### config.mk
export PLATFORM = sky130hd
export DESIGN_NAME = cau_back
export DESIGN_NICKNAME = d
export VERILOG_FILES = /design/src/hw/rtl/cau_pkg.sv /design/src/hw/rtl/cau_back.sv
export SDC_FILE = /design/constraint.sdc
export NUM_CORES = 1
export LEC_CHECK = 0
export BUFFER_PORTS_ARGS = -buffer_cell sky130_fd_sc_hd__buf_2
export CORE_AREA = 10 10 222 224
export CTS_BUF_LIST = sky130_fd_sc_hd__clkbuf_8
export DETAILED_ROUTE_END_ITERATION = 8
export DIE_AREA = 0 0 232 234
export MAX_ROUTING_LAYER = met4
export SETUP_SLACK_MARGIN = 0.4
export SLEW_MARGIN = 20
export SYNTH_ARGS = -nofsm -noshare
export SYNTH_HDL_FRONTEND = slang
export SYNTH_SLANG_ARGS = --single-unit
### constraint.sdc
create_clock -name clk -period 5.3 [get_ports clk]
set_input_delay 0.265 -clock clk [delete_from_list [all_inputs] [get_ports clk]]
set_output_delay 0.265 -clock clk [all_outputs]
set_load 0.02 [all_outputs]
### src/hw/rtl/cau_pkg.sv
// ----------------------------------------------------------------------------
// Complex arithmetic unit package
// Opcodes, channel payloads and the pipeline work record that the stages share.
// ----------------------------------------------------------------------------
package cau_pkg;

  // Opcodes of the request channel.
  typedef enum logic [3:0] {
    OP_ADD  = 4'd0,
    OP_SUB  = 4'd1,
    OP_MUL  = 4'd2,
    OP_DIV  = 4'd3,
    OP_MOD  = 4'd4,
    OP_CONJ = 4'd5,
    OP_ABS  = 4'd6,
    OP_EQ   = 4'd7,
    OP_NE   = 4'd8,
    OP_LT   = 4'd9,
    OP_GT   = 4'd10,
    OP_LE   = 4'd11,
    OP_GE   = 4'd12,
    OP_RE   = 4'd13,
    OP_IM   = 4'd14,
    OP_PAIR = 4'd15
  } cau_op_t;

  // Saturation limits of a 32-bit signed part.
  localparam logic signed [31:0] SAT_MAX = 32'sh7FFF_FFFF;
  localparam logic signed [31:0] SAT_MIN = 32'sh8000_0000;

  // Number of quotient and root bits, one per iteration stage.
  localparam int STEPS = 32;

  // Request payload.
  typedef struct packed {
    cau_op_t            req_type;
    logic signed [31:0] a_real;
    logic signed [31:0] a_imag;
    logic signed [31:0] b_real;
    logic signed [31:0] b_imag;
  } cmd_t;

  // Result payload.
  typedef struct packed {
    logic signed [31:0] res_real;
    logic signed [31:0] res_imag;
    logic               div_by_zero;
    logic               overflow;
  } res_t;

  // Per-item control and precomputed results that ride along the pipeline.
  typedef struct packed {
    cau_op_t            op;
    logic signed [31:0] simp_re;
    logic signed [31:0] simp_im;
    logic               ovf;
    logic               dz;
    logic               neg_re;
    logic               neg_im;
    logic               big_re;
    logic               big_im;
  } side_t;

  // One restoring-division lane: partial remainder, dividend bits, quotient.
  typedef struct packed {
    logic [63:0] r;
    logic [31:0] d;
    logic [31:0] q;
  } lane_t;

  // Digit-by-digit square root state.
  typedef struct packed {
    logic [33:0] rem;
    logic [63:0] opnd;
    logic [31:0] root;
  } root_t;

  // Everything one iteration stage holds for an item.
  typedef struct packed {
    side_t       side;
    lane_t       lane_re;
    lane_t       lane_im;
    logic [63:0] c;
    root_t       sq;
  } work_t;

endpackage

### src/hw/rtl/cau_back.sv
// ----------------------------------------------------------------------------
// Complex arithmetic unit back end
// Picks the final result per opcode, saturates it and holds it for transfer.
// ----------------------------------------------------------------------------
module cau_back (
  input  logic           clk,
  input  logic           rst,
  input  logic           up_valid,
  output logic           up_ready,
  input  cau_pkg::work_t up_data,
  output logic           dn_valid,
  input  logic           dn_ready,
  output cau_pkg::res_t  dn_data
);
  import cau_pkg::*;

  logic        en;
  logic [32:0] qr_re, qr_im;
  res_t        res_next;

  // Sign, overflow and saturation of one quotient; returns {overflow, value}.
  function automatic logic [32:0] quo_part(input logic neg, input logic big,
                                           input logic [31:0] q);
    logic [32:0] o;
    if (big) begin
      o = {1'b1, (neg ? SAT_MIN : SAT_MAX)};
    end else if (!neg) begin
      o = q[31] ? {1'b1, SAT_MAX} : {1'b0, q};
    end else if (q > 32'h8000_0000) begin
      o = {1'b1, SAT_MIN};
    end else begin
      o = {1'b0, 32'd0 - q};
    end
    return o;
  endfunction

  always_comb begin
    qr_re = quo_part(up_data.side.neg_re, up_data.side.big_re, up_data.lane_re.q);
    qr_im = quo_part(up_data.side.neg_im, up_data.side.big_im, up_data.lane_im.q);
    res_next.res_real    = up_data.side.simp_re;
    res_next.res_imag    = up_data.side.simp_im;
    res_next.div_by_zero = 1'b0;
    res_next.overflow    = up_data.side.ovf;
    case (up_data.side.op)
      OP_DIV: begin
        if (up_data.side.dz) begin
          res_next.res_real    = '0;
          res_next.res_imag    = '0;
          res_next.div_by_zero = 1'b1;
          res_next.overflow    = 1'b0;
        end else begin
          res_next.res_real = qr_re[31:0];
          res_next.res_imag = qr_im[31:0];
          res_next.overflow = qr_re[32] | qr_im[32];
        end
      end
      OP_MOD: begin
        // The remainder takes the sign of the dividend.
        res_next.overflow = 1'b0;
        if (up_data.side.dz) begin
          res_next.res_real    = '0;
          res_next.res_imag    = '0;
          res_next.div_by_zero = 1'b1;
        end else begin
          res_next.res_real = up_data.side.neg_re ? 32'd0 - up_data.lane_re.r[31:0]
                                                  : up_data.lane_re.r[31:0];
          res_next.res_imag = up_data.side.neg_im ? 32'd0 - up_data.lane_im.r[31:0]
                                                  : up_data.lane_im.r[31:0];
        end
      end
      OP_ABS: begin
        res_next.res_imag = '0;
        res_next.overflow = up_data.sq.root[31];
        res_next.res_real = up_data.sq.root[31] ? SAT_MAX : up_data.sq.root;
      end
      default: begin
        res_next.res_real = up_data.side.simp_re;
      end
    endcase
  end

  assign en       = !dn_valid || dn_ready;
  assign up_ready = en;

  always_ff @(posedge clk) begin
    if (rst) begin
      dn_valid <= 1'b0;
    end else if (en) begin
      dn_valid <= up_valid;
    end
  end

  always_ff @(posedge clk) begin
    if (en && up_valid) begin
      dn_data <= res_next;
    end
  end

  // A zero divisor on divide always returns zero in both parts.
  a_div_zero_result: assert property (@(posedge clk) disable iff (rst)
    (up_valid && up_ready && up_data.side.op == OP_DIV && up_data.side.dz) |=>
    (dn_data.res_real == '0 && dn_data.res_imag == '0 && dn_data.div_by_zero))
    else $error("divide by zero did not return zero");

  // Magnitude has no imaginary part and never flags a zero divisor.
  a_abs_imag_zero: assert property (@(posedge clk) disable iff (rst)
    (up_valid && up_ready && up_data.side.op == OP_ABS) |=>
    (dn_data.res_imag == '0 && !dn_data.div_by_zero))
    else $error("magnitude result has nonzero imaginary part");

  // A zero divisor and a saturation never come together.
  a_flags_exclusive: assert property (@(posedge clk) disable iff (rst)
    dn_valid |-> !(dn_data.div_by_zero && dn_data.overflow))
    else $error("div_by_zero and overflow both set");

  // Only divide and remainder can flag a zero divisor.
  a_dz_opcode: assert property (@(posedge clk) disable iff (rst)
    (up_valid && up_data.side.dz) |->
    (up_data.side.op == OP_DIV || up_data.side.op == OP_MOD))
    else $error("zero divisor flagged on a non-dividing opcode");

endmodule

==> flow_summary_export.csv <==
group,metric,value,unit
power_and_ir_drop,total_power,1.65,mW
yosys,syn_area_per_cell,7.91,sq um
worst_setup_path,slowest_stage,"nor4_1",
routing,drtAntennaViolNets,0,
yosys,postSynthCellCount,921,
routing,routedWlPerCell,24.5,um
yosys,synth.most_common_cell,"nor2_1",
worst_setup_path,critPathRequiredTime,5.55,ns
timing,slew_headroom,22.8,%
placement,numPlacedInstances,1772,
power_and_ir_drop,p_per_area,171,nW/um^2
cts,cts_setup_buffers,0,
routing,drc,0,
power_and_ir_drop,pwr-share-seq,39.2,%
yosys,synth_top_flop_cell,"edfxtp_1",
worst_setup_path,reg2reg_from,"dn_valid$_SDFFE_PP0N_",
finish,design_area,9650,sq um
floorplanning,die_w,232,um
cts,hold_buffers,1,
worst_hold_path,worstHoldPathType,"in2reg",
global_route,grt_max_degree,67,
power_and_ir_drop,clock_power_share,26.0,%
finish,post_layout_nonfiller_instances,1803,
timing,tightestPinTransition,1.16,ns
timing,setup_tns,0,ns
yosys,ys_types,76,
placement,postPlaceCellArea,9430,sq um
power_and_ir_drop,power.leakage,3.41,nW
finish,final_nets,1717,
timing,fin_skew,0.00658,ns
floorplanning,rows,78,
timing,rsz0062_at_grt,"no",
routing,drt_wl_total,44200,um
cts,cts_resized,0,
power_and_ir_drop,ir_drop,0.0000803,V
floorplanning,io_pins,596,
run,maxCapViolCount,0,
power_and_ir_drop,netSwitchingFraction,39.1,%
yosys,synth_top_area_share,27.2,%
yosys,synth.area.top_cells,"edfxtp_1 (27%), xnor2_1 (6.7%), o21ai_0 (6.0%), nor2_1 (4.6%), nand2_1 (4.1%)",
timing,max_freq,322,MHz
timing,fin_crit_sh,58.6,%
timing,min_period,3.10,ns
yosys,synth_edf_count,66,
routing,firstDrtPassIters,5,
cts,htree_num_levels,3,
yosys,synth_nets,1453,
cts,cts_tree,"done",
global_route,grt_antenna_before_repair,11,
worst_setup_path,critPathBufInv,1,
routing,vias,9043,
placement,place_congestion,0.920,
timing,setup_ws,2.20,ns
cts,root_buffer,"clkbuf_8",
worst_setup_path,critical_path_arrival,3.36,ns
placement,pre_cts_ws,1.78,ns
floorplanning,core-area,44900,sq um
placement,dp_hpwl,35100,um
cts,clk_latency,0.42,ns
routing,vias_per_cell,5.02,
yosys,ys_top_cells_by_count,"nor2_1 (89), o21ai_0 (88), nand2_1 (80), edfxtp_1 (66)",
floorplanning,die_h,234,um
cts,numClockSinks,67,
yosys,async_flop_share,0,%
worst_setup_path,crit_fanout,8,
yosys,synth_top_area_cell,"edfxtp_1",
finish,area_delta_synth_final,32.6,%
worst_setup_path,cp-end-kind,"flip-flop",
global_route,grtUsageTotal,16.0,%
cts,cts_buffers,9,
global_route,overflow,0,
global_route,grt_pass1_vias,8937,
placement,io_buffer_count,305,
timing,drv_slew,0,
worst_setup_path,worstPathCellList,"buf_2 -> nor4_1 -> nand4b_1 -> or4_4 -> a211oi_4 -> nand3_1 -> a41oi_1",
yosys,yosysWarnings,0,
finish,n_fill_cell,5062,
worst_hold_path,hp-start,"up_valid",
worst_setup_path,critical-path-top-delay-family,"simple AND/OR/NAND/NOR gates",
global_route,grt_pass1_wl,61900,um
routing,routed-wl-met3,3820,um
routing,top_layer,"met4",
yosys,ys_ff_latch,67,
finish,final_core_util,21.5,%
power_and_ir_drop,combPwrFrac,34.8,%
worst_setup_path,crit_type,"in2reg",
power_and_ir_drop,p_int,1.00,mW
worst_setup_path,start_kind,"input pin",
yosys,ys_seq_area_share,27.5,%
cts,clk_pin_slew_worst_paths,0.09,ns
cts,cts_buffer_depth,2,
floorplanning,start_util,16.2,%
timing,whs,0.110,ns
power_and_ir_drop,p_switching,0.643,mW
floorplanning,die_area,54300,sq um
routing,wl_met1,18900,um
routing,wl_met2,20500,um
worst_setup_path,critPathLaunch,"up_data[332]",
timing,hold_viol_final,0,
worst_setup_path,slowest_delay,0.85,ns
yosys,syn_area,7280,sq um
routing,drt_iter0_markers,959,
run_status,status,"complete, no violations",
finish,drive_gt1_share,31.8,%
timing,report.final.setup_viol,0,
## state kept, by name, summed over array words and instances (netlist names)
name / flops
dn_data: 66
dn_valid: 1
## path summary, 6_finish.rpt
path	end	depth (start not counted)	slack, ns
setup / recovery	dn_data[39]$_DFFE_PP_	7	2.20
hold / removal	dn_valid$_SDFFE_PP0N_	3	0.11
setup reg to reg	dn_data[10]$_DFFE_PP_	3	3.67
hold reg to reg	dn_valid$_SDFFE_PP0N_	2	0.59
## per-layer routing
layer | up-vias | global-route usage (%)
met4 | 0 | 4.53
met3 | 58 | 4.25
li1 | 4126 | -
met5 | - | -
met1 | 4308 | 19.3
met2 | 551 | 25.8
## power by group through the flow
stage	sequential, mW	combinational [mW]	clock (mW)
after floorplan	0.707	0.229	0
after global placement	0.660	0.564	0
after detailed placement	0.660	0.568	0
after CTS	0.649	0.571	0.450
after global routing	0.650	0.619	0.470
final	0.646	0.573	0.428
## cells by family after synthesis
kind of cell / share of synthesized area [%]
simple gates: 24.4
xor+xnor: 9.62
fa+ha+maj: 0.687
buf+inv: 4.16
flops: 27.5
compound gates: 30.0
mux: 3.66
## layout by cell type (no fill, tap or decap), types with 17 or more instances in the layout
cell,instances
a221oi_1,20
o31ai_1,19
nor2_1,88
buf_2,305
nor3_1,29
edfxtp_1,66
xor2_1,24
nand3_1,18
xnor2_1,56
nand2_1,80
nor4_1,17
o21ai_0,88
or4_1,18
or3_1,26
a21oi_1,53
o41ai_1,18
## layout make-up
class                           instances  area (sq um)  area share, %
Multi-Input combinational cell        776          5020           52.0
Sequential cell                        67          2000           20.7
Timing Repair Buffer                  319          1650           17.1
Tap cell                              600           751           7.78
Clock buffer                            9           124           1.28
Inverter                               12          45.0          0.467
Clock inverter                          7          36.3          0.376
Antenna cell                           13          32.5          0.337
## worst reg2reg max path, cell delays in order, from the launching register on
cell      delay, ns
dfxtp_1        0.32
nand2b_1       0.14
and2_4         0.50
buf_12         0.29
Note: power is estimated with default switching activity, not from simulation.
