**src/hw/rtl/cau_pkg.sv**
```systemverilog
// ----------------------------------------------------------------------------
// Complex arithmetic unit package
// Opcodes, channel payloads and the pipeline work record that the stages share.
// ----------------------------------------------------------------------------
package cau_pkg;

  // Opcodes of the request channel.
  typedef enum logic [3:0] {
    OP_ADD  = 4'd0,
    OP_SUB  = 4'd1,
    OP_MUL  = 4'd2,
    OP_DIV  = 4'd3,
    OP_MOD  = 4'd4,
    OP_CONJ = 4'd5,
    OP_ABS  = 4'd6,
    OP_EQ   = 4'd7,
    OP_NE   = 4'd8,
    OP_LT   = 4'd9,
    OP_GT   = 4'd10,
    OP_LE   = 4'd11,
    OP_GE   = 4'd12,
    OP_RE   = 4'd13,
    OP_IM   = 4'd14,
    OP_PAIR = 4'd15
  } cau_op_t;

  // Saturation limits of a 32-bit signed part.
  localparam logic signed [31:0] SAT_MAX = 32'sh7FFF_FFFF;
  localparam logic signed [31:0] SAT_MIN = 32'sh8000_0000;

  // Number of quotient and root bits, one per iteration stage.
  localparam int STEPS = 32;

  // Request payload.
  typedef struct packed {
    cau_op_t            req_type;
    logic signed [31:0] a_real;
    logic signed [31:0] a_imag;
    logic signed [31:0] b_real;
    logic signed [31:0] b_imag;
  } cmd_t;

  // Result payload.
  typedef struct packed {
    logic signed [31:0] res_real;
    logic signed [31:0] res_imag;
    logic               div_by_zero;
    logic               overflow;
  } res_t;

  // Per-item control and precomputed results that ride along the pipeline.
  typedef struct packed {
    cau_op_t            op;
    logic signed [31:0] simp_re;
    logic signed [31:0] simp_im;
    logic               ovf;
    logic               dz;
    logic               neg_re;
    logic               neg_im;
    logic               big_re;
    logic               big_im;
  } side_t;

  // One restoring-division lane: partial remainder, dividend bits, quotient.
  typedef struct packed {
    logic [63:0] r;
    logic [31:0] d;
    logic [31:0] q;
  } lane_t;

  // Digit-by-digit square root state.
  typedef struct packed {
    logic [33:0] rem;
    logic [63:0] opnd;
    logic [31:0] root;
  } root_t;

  // Everything one iteration stage holds for an item.
  typedef struct packed {
    side_t       side;
    lane_t       lane_re;
    lane_t       lane_im;
    logic [63:0] c;
    root_t       sq;
  } work_t;

endpackage

```
**src/hw/rtl/cau_iter.sv**
```systemverilog
// ----------------------------------------------------------------------------
// Complex arithmetic unit iteration stage
// One quotient bit for each of two division lanes and one root bit per stage.
// ----------------------------------------------------------------------------
module cau_iter (
  input  logic           clk,
  input  logic           rst,
  input  logic           up_valid,
  output logic           up_ready,
  input  cau_pkg::work_t up_data,
  output logic           dn_valid,
  input  logic           dn_ready,
  output cau_pkg::work_t dn_data
);
  import cau_pkg::*;

  logic  en;
  work_t work_next;

  // Restoring division step: shift in one dividend bit, subtract if it fits.
  function automatic lane_t div_step(input lane_t l, input logic [63:0] c);
    logic [64:0] rsh;
    lane_t       o;
    rsh = {l.r, l.d[31]};
    o   = l;
    if (rsh >= {1'b0, c}) begin
      o.r = 64'(rsh - {1'b0, c});
      o.q = {l.q[30:0], 1'b1};
    end else begin
      o.r = rsh[63:0];
      o.q = {l.q[30:0], 1'b0};
    end
    o.d = {l.d[30:0], 1'b0};
    return o;
  endfunction

  // Square root step: bring down two operand bits, try root*4+1.
  function automatic root_t sqrt_step(input root_t s);
    logic [35:0] rsh;
    logic [35:0] trial;
    root_t       o;
    rsh   = {s.rem, s.opnd[63:62]};
    trial = {2'b00, s.root, 2'b01};
    o     = s;
    if (rsh >= trial) begin
      o.rem  = 34'(rsh - trial);
      o.root = {s.root[30:0], 1'b1};
    end else begin
      o.rem  = rsh[33:0];
      o.root = {s.root[30:0], 1'b0};
    end
    o.opnd = {s.opnd[61:0], 2'b00};
    return o;
  endfunction

  always_comb begin
    work_next         = up_data;
    work_next.lane_re = div_step(up_data.lane_re, up_data.c);
    work_next.lane_im = div_step(up_data.lane_im, up_data.c);
    work_next.sq      = sqrt_step(up_data.sq);
  end

  assign en       = !dn_valid || dn_ready;
  assign up_ready = en;

  always_ff @(posedge clk) begin
    if (rst) begin
      dn_valid <= 1'b0;
    end else if (en) begin
      dn_valid <= up_valid;
    end
  end

  always_ff @(posedge clk) begin
    if (en && up_valid) begin
      dn_data <= work_next;
    end
  end

endmodule

```
**config.mk**
```make
export PLATFORM = sky130hd
export DESIGN_NAME = cau_iter
export DESIGN_NICKNAME = d
export VERILOG_FILES = /design/src/hw/rtl/cau_pkg.sv /design/src/hw/rtl/cau_iter.sv
export SDC_FILE = /design/constraint.sdc
export NUM_CORES = 1
export LEC_CHECK = 0
export BUFFER_PORTS_ARGS = -buffer_cell sky130_fd_sc_hd__buf_2
export CAP_MARGIN = 30
export CORE_AREA = 2 2 416 418
export CTS_CLUSTER_DIAMETER = 60
export DETAILED_ROUTE_END_ITERATION = 8
export DIE_AREA = 0 0 418 420
export PLACE_DENSITY = 0.3
export SLEW_MARGIN = 10
export SYNTH_ARGS = -nofsm -noshare
export SYNTH_HDL_FRONTEND = slang
export SYNTH_SLANG_ARGS = --single-unit
```
**constraint.sdc**
```tcl
create_clock -name clk -period 44.3 [get_ports clk]
set_input_delay 4.43 -clock clk [delete_from_list [all_inputs] [get_ports clk]]
set_output_delay 4.43 -clock clk [all_outputs]
set_load 0.005 [all_outputs]
```
==> results of run 1 <==
==> registers in the layout, summed over array words and instances (netlist names) <==
register,cells
dn_valid,1
dn_data,520
==> logic make-up after synthesis <==
group / share of synthesized area
AO/OA/AOI/OAI: 0.148
AND/OR/NAND/NOR: 0.0989
flip-flops: 0.572
buffers and inverters: 0.0369
adder cells (fa/ha/maj): 0.0756
XOR/XNOR: 0.0474
multiplexers: 0.0210
other: 0.000137
==> critical path: cells and delay by family <==
family / cells / cell delay (ps)
simple gates: 1 / 160
buf+inv: 2 / 230
==> power by group through the flow <==
stage	sequential [mW]	clock [mW]	combinational [mW]
floorplan	0.636	0	0.160
global placement	0.617	0	0.319
detailed placement	0.617	0	0.317
CTS	0.608	0.706	0.319
global route	0.610	0.721	0.344
finish	0.606	0.674	0.309
==> stage by stage <==
stage / cell area [sq um] / cells / power [mW] / util
finish: 38000 / 5733 / 1.59 / 0.222
global route: 38000 / 5727 / 1.68 / 0.222
CTS: 38000 / 5720 / 1.63 / 0.222
detailed placement: 35100 / 5560 / 0.934 / 0.205
global placement: 35100 / 5559 / 0.936 / 0.205
floorplan: 27300 / 2355 / 0.796 / -
==> worst paths after layout <==
path	slack, ps	end	cells after the start
min reg2reg	530	dn_valid$_SDFFE_PP0N_	2
max reg2reg	40070	dn_data[39]$_DFFE_PP_	6
max	35050	up_ready	3
min	530	dn_valid$_SDFFE_PP0N_	2
==> layout by cell type (no fill, tap or decap), types with 18 or more instances in the layout <==
master     Yosys  final
a211oi_1      18     18
a21o_1        62     62
a21oi_1      288    288
and3_1        22     22
buf_2         24   1047
buf_4          8     19
clkbuf_16      0     88
edfxtp_1     520    520
ha_1         162    162
inv_1        147    147
mux2_4        25     25
nand2_1      150    150
nand2b_1      21     21
nand3_1       40     39
nand4_1       50     50
nor2_1       218    218
nor3_1        22     22
o21a_1        21     21
o21ai_0       95     95
o21bai_1      31     31
o31ai_1       19     19
xnor2_1       90     90
xor2_1        58     58
==> layout make-up <==
| type | instances | area [sq um] | area share |
|---|---|---|---|
| flip-flops and latches | 521 | 15600 | 0.411 |
| diodes | 12 | 30.0 | 0.000790 |
| repair buffers | 1069 | 5450 | 0.143 |
| inverters | 148 | 556 | 0.0146 |
| clock buffers | 103 | 2260 | 0.0594 |
| clock inverters | 57 | 578 | 0.0152 |
| multi-input cells | 1590 | 10700 | 0.282 |
| well taps | 2233 | 2790 | 0.0735 |
==> layer usage <==
| metal | track usage | part of all wire | vias up |
|---|---|---|---|
| li1 | - | - | 10900 |
| met1 | 0.152 | 0.35 | 10800 |
| met2 | 0.285 | 0.54 | 854 |
| met3 | 0.0450 | 0.070 | 284 |
| met4 | 0.0480 | 0.034 | 32 |
| met5 | 0 | 0.0014 | - |
==> results.sh, run 1 <==
export IMPL_synth_common_cells="520 x edfxtp_1, 288 x a21oi_1, 218 x nor2_1"
export IMPL_p_switching_uw=476
export IMPL_drv_slew=0
export IMPL_hp_start="dn_valid$_SDFFE_PP0N_"
export IMPL_tightest_slew_ps=1120
export IMPL_avgSynthCellArea_sq_um=11.6
export IMPL_critPathCaptureType="output port"
export IMPL_arrival_ps=4820
export IMPL_hold_viol=0
export IMPL_post_route_min_period_ps=9250
export IMPL_max_stage_delay_ps=160
export IMPL_post_cts_buffers=0
export IMPL_max_freq_ghz=0.108
export IMPL_clockBufferDepth=3
export IMPL_area_delta_synth_final_pct=39.1
export IMPL_p_comb_frac=0.195
export IMPL_coreArea_sq_um=171000
export IMPL_via_per_inst=4.00
export IMPL_cts_sinks=521
export IMPL_hpwl_microns=114000
export IMPL_syn_inst=2352
export IMPL_nFillCells=18700
export IMPL_die_h_microns=420
export IMPL_drive_gt1_frac=0.368
export IMPL_cts_resized=0
export IMPL_hold_path_class="reg -> reg"
export IMPL_min_period_over_period=0.209
export IMPL_wl_per_cell_microns=23.8
export IMPL_initial_core_util=0.160
export IMPL_numCtsBuffers=88
export IMPL_yosysMostFrequentCell="edfxtp_1"
export IMPL_worst_setup_path_type="in -> out"
export IMPL_start_kind="input pin"
export IMPL_num_nets_final=4110
export IMPL_root_buffer="clkbuf_16"
export IMPL_p_sw_frac=0.299
export IMPL_dr_pass1_iters=5
export IMPL_clock_latency_ps=720
export IMPL_io_pins=1054
export IMPL_io_buffers=1047
export IMPL_setup_violations=0
export IMPL_cts_hold_fix_buffers=0
export IMPL_finalClockSkew_ps=42.1
export IMPL_grt_usage=0.149
export IMPL_yosysUniqueCellTypes=89
export IMPL_drtIter0Drc=1280
export IMPL_cts_tree="done"
export IMPL_ys_ff_latch=521
export IMPL_synth_top_area_share=0.571
export IMPL_async_flop_share=0
export IMPL_wirelength_microns=136000
export IMPL_preCtsSetupSlack_ps=34950
export IMPL_ant_nets=0
export IMPL_timing_rr_start="dn_valid$_SDFFE_PP0N_"
export IMPL_cap_violations=0
export IMPL_irDropWorstVdd_uv=26.9
export IMPL_grt_max_degree=131
export IMPL_power_internal_mw=1.11
export IMPL_crit_path_cell_trace="buf_2 -> nand2b_1 -> buf_2"
export IMPL_dieArea_sq_um=176000
export IMPL_ys_warn_count=0
export IMPL_rsz0062_at_grt="no"
export IMPL_cpMaxStageDelayCell="nand2b_1"
export IMPL_leakage_nw=15.9
export IMPL_synthFlopType="edfxtp_1"
export IMPL_pwr_share_clk=0.424
export IMPL_h_tree_depth=3
export IMPL_antenna_found_initial=90
export IMPL_powerDensity_nw_per_um2=41.8
export IMPL_setup_tns_ps=0
export IMPL_max_slew_margin=0.253
export IMPL_critPathLaunch="dn_ready"
export IMPL_synth_edf_count=520
export IMPL_cp_common_cell="buf_2"
export IMPL_clk_pin_slew_ps=50
export IMPL_grt_pass1_wl_microns=182000
export IMPL_row_count=152
export IMPL_crit_path_max_fanout=3
export IMPL_fin_ws_ps=35050
export IMPL_fin_hold_ws_ps=528
export IMPL_overflow=0
export IMPL_critPathRequiredTime_ps=39870
export IMPL_grt_pass1_vias=23200
export IMPL_die_x_microns=418
export IMPL_pwr_share_seq=0.381
export IMPL_outcome="finished, final reports clean"
export IMPL_seq_area_frac_synth=0.572
export IMPL_mappedNetlistArea_sq_um=27300
export IMPL_vias=22900
export IMPL_gp_congestion=0.818
export IMPL_synth_top_cell_by_area="edfxtp_1"
export IMPL_yosys_top_cells_area="edfxtp_1 57%, ha_1 7.4%, a21oi_1 5.3%"
export IMPL_drc=0
No activity file was read; power rests on OpenSTA's default activity.
==> run 2: changes to the inputs <==
ABC_AREA = 1   (was unset)
CORE_AREA = 2 2 415 417   (was 2 2 416 418)
DIE_AREA = 0 0 417 419   (was 0 0 418 420)
PLACE_DENSITY = 0.33   (was 0.3)
clock period = 8.7 ns   (was 44.3 ns; I/O delays follow)
==> run 2 against run 1 <==
Power increased to 5.3 times the previous value. Clock power rose to 5.1 times the previous value. Worst setup slack lost 30000 ps. Global-route usage up 5.7 points. Critical path depth rose by 13. Largest cell class unchanged. Non-clock buffer count shrank 10.
==> results.sh, run 2 <==
export IMPL_outcome="finished, final reports clean"
export IMPL_grt_max_degree=123
export IMPL_leakage_nw=22.0
export IMPL_async_flop_share=0
export IMPL_hold_viol=0
export IMPL_cts_resized=0
export IMPL_largest_register="dn_data"
export IMPL_yosysUniqueCellTypes=39
export IMPL_num_nets_final=5941
export IMPL_dieArea_sq_um=175000
export IMPL_overflow=0
export IMPL_syn_inst=4147
export IMPL_via_per_inst=4.12
export IMPL_antenna_found_initial=139
export IMPL_worst_setup_path_type="in -> reg"
export IMPL_use_met1=0.209
export IMPL_top_usage_layer="met2"
export IMPL_fin_hold_ws_ps=308
export IMPL_row_count=152
export IMPL_reg_top3="dn_data x520, dn_valid x1"
export IMPL_dr_pass1_iters=5
export IMPL_tightest_slew_ps=1090
export IMPL_synth_top_area_share=0.482
export IMPL_numCtsBuffers=86
export IMPL_yosysMostFrequentCell="nand2_1"
export IMPL_grt_pass1_wl_microns=247000
export IMPL_grt_util_met2=0.409
export IMPL_crit_path_max_fanout=63
export IMPL_io_buffers=1047
export IMPL_synth_edf_count=520
export IMPL_start_kind="input pin"
export IMPL_met3_usage=0.0448
export IMPL_drive_gt1_frac=0.241
export IMPL_synth_top_cell_by_area="edfxtp_1"
export IMPL_cts_sinks=521
export IMPL_final_cell_mix="1576 x nand2_1, 1047 x buf_2, 794 x inv_1"
export IMPL_gp_congestion=0.917
export IMPL_clk_pin_slew_ps=60
export IMPL_irDropWorstVdd_uv=143
export IMPL_root_buffer="clkbuf_16"
export IMPL_hpwl_microns=161000
export IMPL_drc=0
export IMPL_setup_tns_ps=0
export IMPL_die_x_microns=417
export IMPL_cts_tree="done"
export IMPL_grt_pass1_vias=31300
export IMPL_coreArea_sq_um=171000
export IMPL_ys_warn_count=0
export IMPL_die_h_microns=419
export IMPL_initial_core_util=0.190
export IMPL_post_route_min_period_ps=3950
export IMPL_critPathCaptureType="flip-flop"
export IMPL_synthFlopType="edfxtp_1"
export IMPL_arrival_ps=4510
export IMPL_ant_nets=0
export IMPL_io_pins=1054
export IMPL_vias=31200
export IMPL_rsz0062_at_grt="no"
export IMPL_largest_register_ffs=520
export IMPL_wirelength_microns=185000
export IMPL_finalClockSkew_ps=60.9
export IMPL_hold_path_class="in -> reg"
export IMPL_clockBufferDepth=3
export IMPL_mappedNetlistArea_sq_um=32400
export IMPL_post_cts_buffers=0
export IMPL_seq_area_frac_synth=0.483
export IMPL_cap_violations=0
export IMPL_ys_ff_latch=521
export IMPL_max_freq_ghz=0.253
export IMPL_synth_common_cells="1576 x nand2_1, 796 x inv_1, 520 x edfxtp_1"
export IMPL_postLayoutCellArea_sq_um=43200
export IMPL_min_period_over_period=0.454
export IMPL_drtIter0Drc=1731
export IMPL_critPathRequiredTime_ps=9250
export IMPL_layout_commonest_cell="nand2_1"
export IMPL_powerDensity_nw_per_um2=194
export IMPL_wl_per_cell_microns=24.4
export IMPL_max_slew_margin=0.270
export IMPL_cts_hold_fix_buffers=0
export IMPL_drv_slew=0
export IMPL_nFillCells=19200
export IMPL_avgSynthCellArea_sq_um=7.81
export IMPL_clock_latency_ps=750
export IMPL_place_area_sq_um=40300
export IMPL_h_tree_depth=3
export IMPL_setup_violations=0
export IMPL_area_delta_synth_final_pct=33.4
export IMPL_yosys_top_cells_area="edfxtp_1 48%, nand2_1 18%, inv_1 9.2%"
export IMPL_grt_usage=0.205
==> run 2: cell types whose count changed after synthesis, sizes merged, moves of 32 or more <==
cell | before | now
a21o | 64 | 6
nand3 | 40 | 320
xnor2 | 90 | 5
nand4 | 50 | 18
mux2 | 40 | 0
inv | 148 | 813
a21oi | 290 | 131
o21ai | 104 | 45
nand3b | 1 | 38
nand2 | 150 | 1605
nor2 | 218 | 297
clkbuf | 61 | 22
==> run 2: worst max-delay path, stage by stage <==
cell and delay [ps]:
buf_2 110, inv_1 130, ha_1 380, nand2_1 110, nor2_1 250, nand3_1 160, nand3_2 150, nand2_1 70
nand2_1 220, nand2_1 130, nand2_2 110, nand2_4 450, nand2_4 560, buf_16 300, nand3_1 270, nand2_1 120
==> run 2: through the flow <==
step | cells | total power [mW] | setup slack [ps] | utilization
2_1_floorplan | 4150 | 4.12 | -1130 | -
3_3_place_gp | 7392 | 5.03 | 3610 | 0.236
3_5_place_dp | 7394 | 5.03 | 3890 | 0.236
4_1_cts | 7547 | 8.59 | 4670 | 0.253
5_1_grt | 7556 | 8.85 | 4450 | 0.253
6_report | 7564 | 8.40 | 4750 | 0.253
==> run 2: routing by layer <==
metal	vias up	part of all wire
li1	15300	-
met1	14400	0.36
met2	1050	0.55
met3	409	0.053
met4	16	0.039
met5	-	0.00063
==> run 2: where the power goes <==
part           switching (mW)  internal, mW  total, mW
Combinational            1.25         0.587       1.84
Sequential             0.0702          3.03       3.10
Clock                    1.40          2.07       3.47
==> run 2: layout make-up <==
type                            count  area [sq um]  area share
Timing Repair Buffer             1059          5400       0.125
Multi-Input combinational cell   2768         13400       0.311
Clock inverter                     56           636      0.0147
Inverter                          813          3060      0.0708
Tap cell                         2233          2790      0.0647
Sequential cell                   521         15600       0.362
Clock buffer                       97          2210      0.0513
Antenna cell                       17          42.5    0.000985
==> run 2: worst paths after layout <==
| check | startpoint | endpoint | slack [ps] | cells after the start |
|---|---|---|---|---|
| worst max-delay path | up_data[137] | dn_data[303]$_DFFE_PP_ | 4750 | 16 |
| worst min-delay path | up_data[339] | dn_data[340]$_DFFE_PP_ | 310 | 1 |
| worst max register to register | dn_valid$_SDFFE_PP0N_ | dn_data[117]$_DFFE_PP_ | 6100 | 3 |
| worst min register to register | dn_valid$_SDFFE_PP0N_ | dn_valid$_SDFFE_PP0N_ | 520 | 2 |
==> run 2: cell families after synthesis <==
kind of cell	after synthesis	synth area share
compound gates	185	0.0294
xor+xnor	82	0.0222
simple gates	2333	0.298
other cells	1	0.000116
buf+inv	861	0.103
fa+ha+maj	164	0.0638
flops	521	0.483
==> run 3: changes to the inputs <==
PLACE_DENSITY = 0.34   (was 0.33)
clock period = 3.2 ns   (was 8.7 ns; I/O delays follow)
==> run 3 against run 2 <==
Clock power rose to 2.7 times the previous value. Sequential share of layout area fell by 4.5 points. Worst setup slack got worse by 4500 ps. Non-clock buffer count rose by 615. Critical path depth fell by 1. Wire length rose by 1.8%. Register-to-register slack got worse by 4800 ps. Design area rose by 14%. Critical path type unchanged. Critical endpoint is now dn_data[444]$_DFFE_PP_. Largest cell class unchanged. Highest routed layer unchanged.
==> results.sh, run 3 (same netlist as run 2, synthesis figures left out) <==
export IMPL_pwr_share_seq=0.359
export IMPL_vias=33200
export IMPL_cts_tree="done"
export IMPL_die_h_microns=419
export IMPL_rr_worst_depth=3
export IMPL_root_buffer="clkbuf_16"
export IMPL_leakage_nw=24.8
export IMPL_timing_rr_start="dn_valid$_SDFFE_PP0N_"
export IMPL_outcome="finished, final reports clean"
export IMPL_drc=0
export IMPL_overflow=0
export IMPL_crit_path_max_fanout=4
export IMPL_critPathLaunch="up_data[152]"
export IMPL_layout_commonest_cell="nand2_1"
export IMPL_p_sw_frac=0.318
export IMPL_arrival_ps=3360
export IMPL_h_tree_depth=3
export IMPL_io_pins=1054
export IMPL_post_cts_buffers=0
export IMPL_max_freq_ghz=0.342
export IMPL_hpwl_microns=164000
export IMPL_row_count=152
export IMPL_powerDensity_nw_per_um2=477
export IMPL_max_slew_margin=0.526
export IMPL_clk_pin_slew_ps=50
export IMPL_wl_per_cell_microns=23.0
export IMPL_power_internal_mw=16.0
export IMPL_clock_latency_ps=720
export IMPL_drive_gt1_frac=0.235
export IMPL_clockBufferDepth=3
export IMPL_reg_top3="dn_data x520, dn_valid x1"
export IMPL_drv_slew=0
export IMPL_drtIter0Drc=1797
export IMPL_p_comb_frac=0.245
export IMPL_via_per_inst=4.06
export IMPL_grt_max_degree=66
export IMPL_r2r_end="dn_data[356]$_DFFE_PP_"
export IMPL_route_met3_wl_microns=8690
export IMPL_dr_pass1_iters=5
export IMPL_highest_layer="met5"
export IMPL_final_cell_mix="1576 x nand2_1, 1047 x buf_2, 796 x inv_1"
export IMPL_setup_violations=0
export IMPL_hp_start="up_data[257]"
export IMPL_holdPathStages=3
export IMPL_gp_congestion=0.904
export IMPL_met2WireLength_microns=103000
export IMPL_p_switching_mw=7.50
export IMPL_grt_pass1_wl_microns=255000
export IMPL_grt_usage=0.209
export IMPL_critPathRequiredTime_ps=3630
export IMPL_antenna_found_initial=82
export IMPL_routedLengthMet1_microns=68900
export IMPL_start_kind="input pin"
export IMPL_irDropWorstVdd_uv=409
export IMPL_initial_core_util=0.190
export IMPL_io_buffers=1047
export IMPL_num_nets_final=6554
export IMPL_holdPathEnd="dn_data[258]$_DFFE_PP_"
export IMPL_largest_register_ffs=520
export IMPL_numCtsBuffers=84
export IMPL_post_route_min_period_ps=2930
export IMPL_dieArea_sq_um=175000
export IMPL_hold_viol=0
export IMPL_pwr_share_clk=0.395
export IMPL_area_delta_synth_final_pct=52.2
export IMPL_min_period_over_period=0.915
export IMPL_fin_ws_ps=273
export IMPL_total_power_mw=23.5
export IMPL_regToRegSetupSlack_ps=1290
export IMPL_cap_violations=0
export IMPL_hold_path_class="in -> reg"
export IMPL_worst_setup_path_type="in -> reg"
export IMPL_die_x_microns=417
export IMPL_preCtsSetupSlack_ps=130
export IMPL_rsz0062_at_grt="no"
export IMPL_ant_nets=0
export IMPL_coreArea_sq_um=171000
export IMPL_tightest_slew_ps=709
export IMPL_critPathCaptureType="flip-flop"
export IMPL_largest_register="dn_data"
export IMPL_finalClockSkew_ps=39.2
export IMPL_cts_sinks=521
export IMPL_grt_pass1_vias=33900
export IMPL_wirelength_microns=188000
run 3: critical path, cell delays in order:
cell	delay [ps]
dlygate4sd3_1	530
buf_2	190
inv_1	150
ha_1	380
nand2_1	150
nor2_1	300
nand2_1	190
nor2_1	140
nand2_1	60
nand2_1	300
nand2_1	220
nand2_1	120
nand2_1	60
nand3_1	150
nand2_1	100
run 3: through the flow:
stage	utilization	hold WS [ps]	TNS (ps)	instance area, sq um	cells
floorplan	-	382	-3285560	32400	4150
global placement	0.243	472	0	41400	7511
detailed placement	0.243	475	0	41400	7511
CTS	0.289	0.990	0	49300	8160
global route	0.289	31.7	0	49300	8172
finish	0.289	28.6	0	49300	8178
run 3: worst max path at each step:
stage	end	slack (ps)	cells after the start
floorplan	dn_data[0]$_DFFE_PP_	-6320	1
global placement	dn_data[386]$_DFFE_PP_	110	13
detailed placement	dn_data[386]$_DFFE_PP_	130	13
CTS	dn_data[305]$_DFFE_PP_	330	17
global route	dn_data[276]$_DFFE_PP_	130	18
finish	dn_data[444]$_DFFE_PP_	270	15
run 3: area by class of cell:
type	count	area, sq um
Multi-Input combinational cell	2768	13400
Clock inverter	56	691
Fill cell	18900	121000
Timing Repair Buffer	1674	11500
Antenna cell	18	45.0
Tap cell	2233	2790
Clock buffer	95	2140
Inverter	813	3050
Sequential cell	521	15600
run 3: power groups by stage:
stage / Clock, mW / Sequential, mW / Combinational (mW)
after global placement: 0 / 8.60 / 5.32
after floorplan: 0 / 8.70 / 2.50
after CTS: 9.66 / 8.47 / 5.90
final: 9.31 / 8.46 / 5.78
after global routing: 9.88 / 8.50 / 6.37
after detailed placement: 0 / 8.60 / 5.30
run 3: timing repair:
item                                   4_1_cts  5_1_grt
endpoints found under the hold margin      497        0
gates resized for setup                      0        0
hold buffers                               498        0
run 3: layer usage:
layer / GRT usage / up-vias
met5: 0 / -
met4: 0.0793 / 10
met3: 0.0352 / 308
met2: 0.413 / 1001
met1: 0.218 / 15300
li1: - / 16500
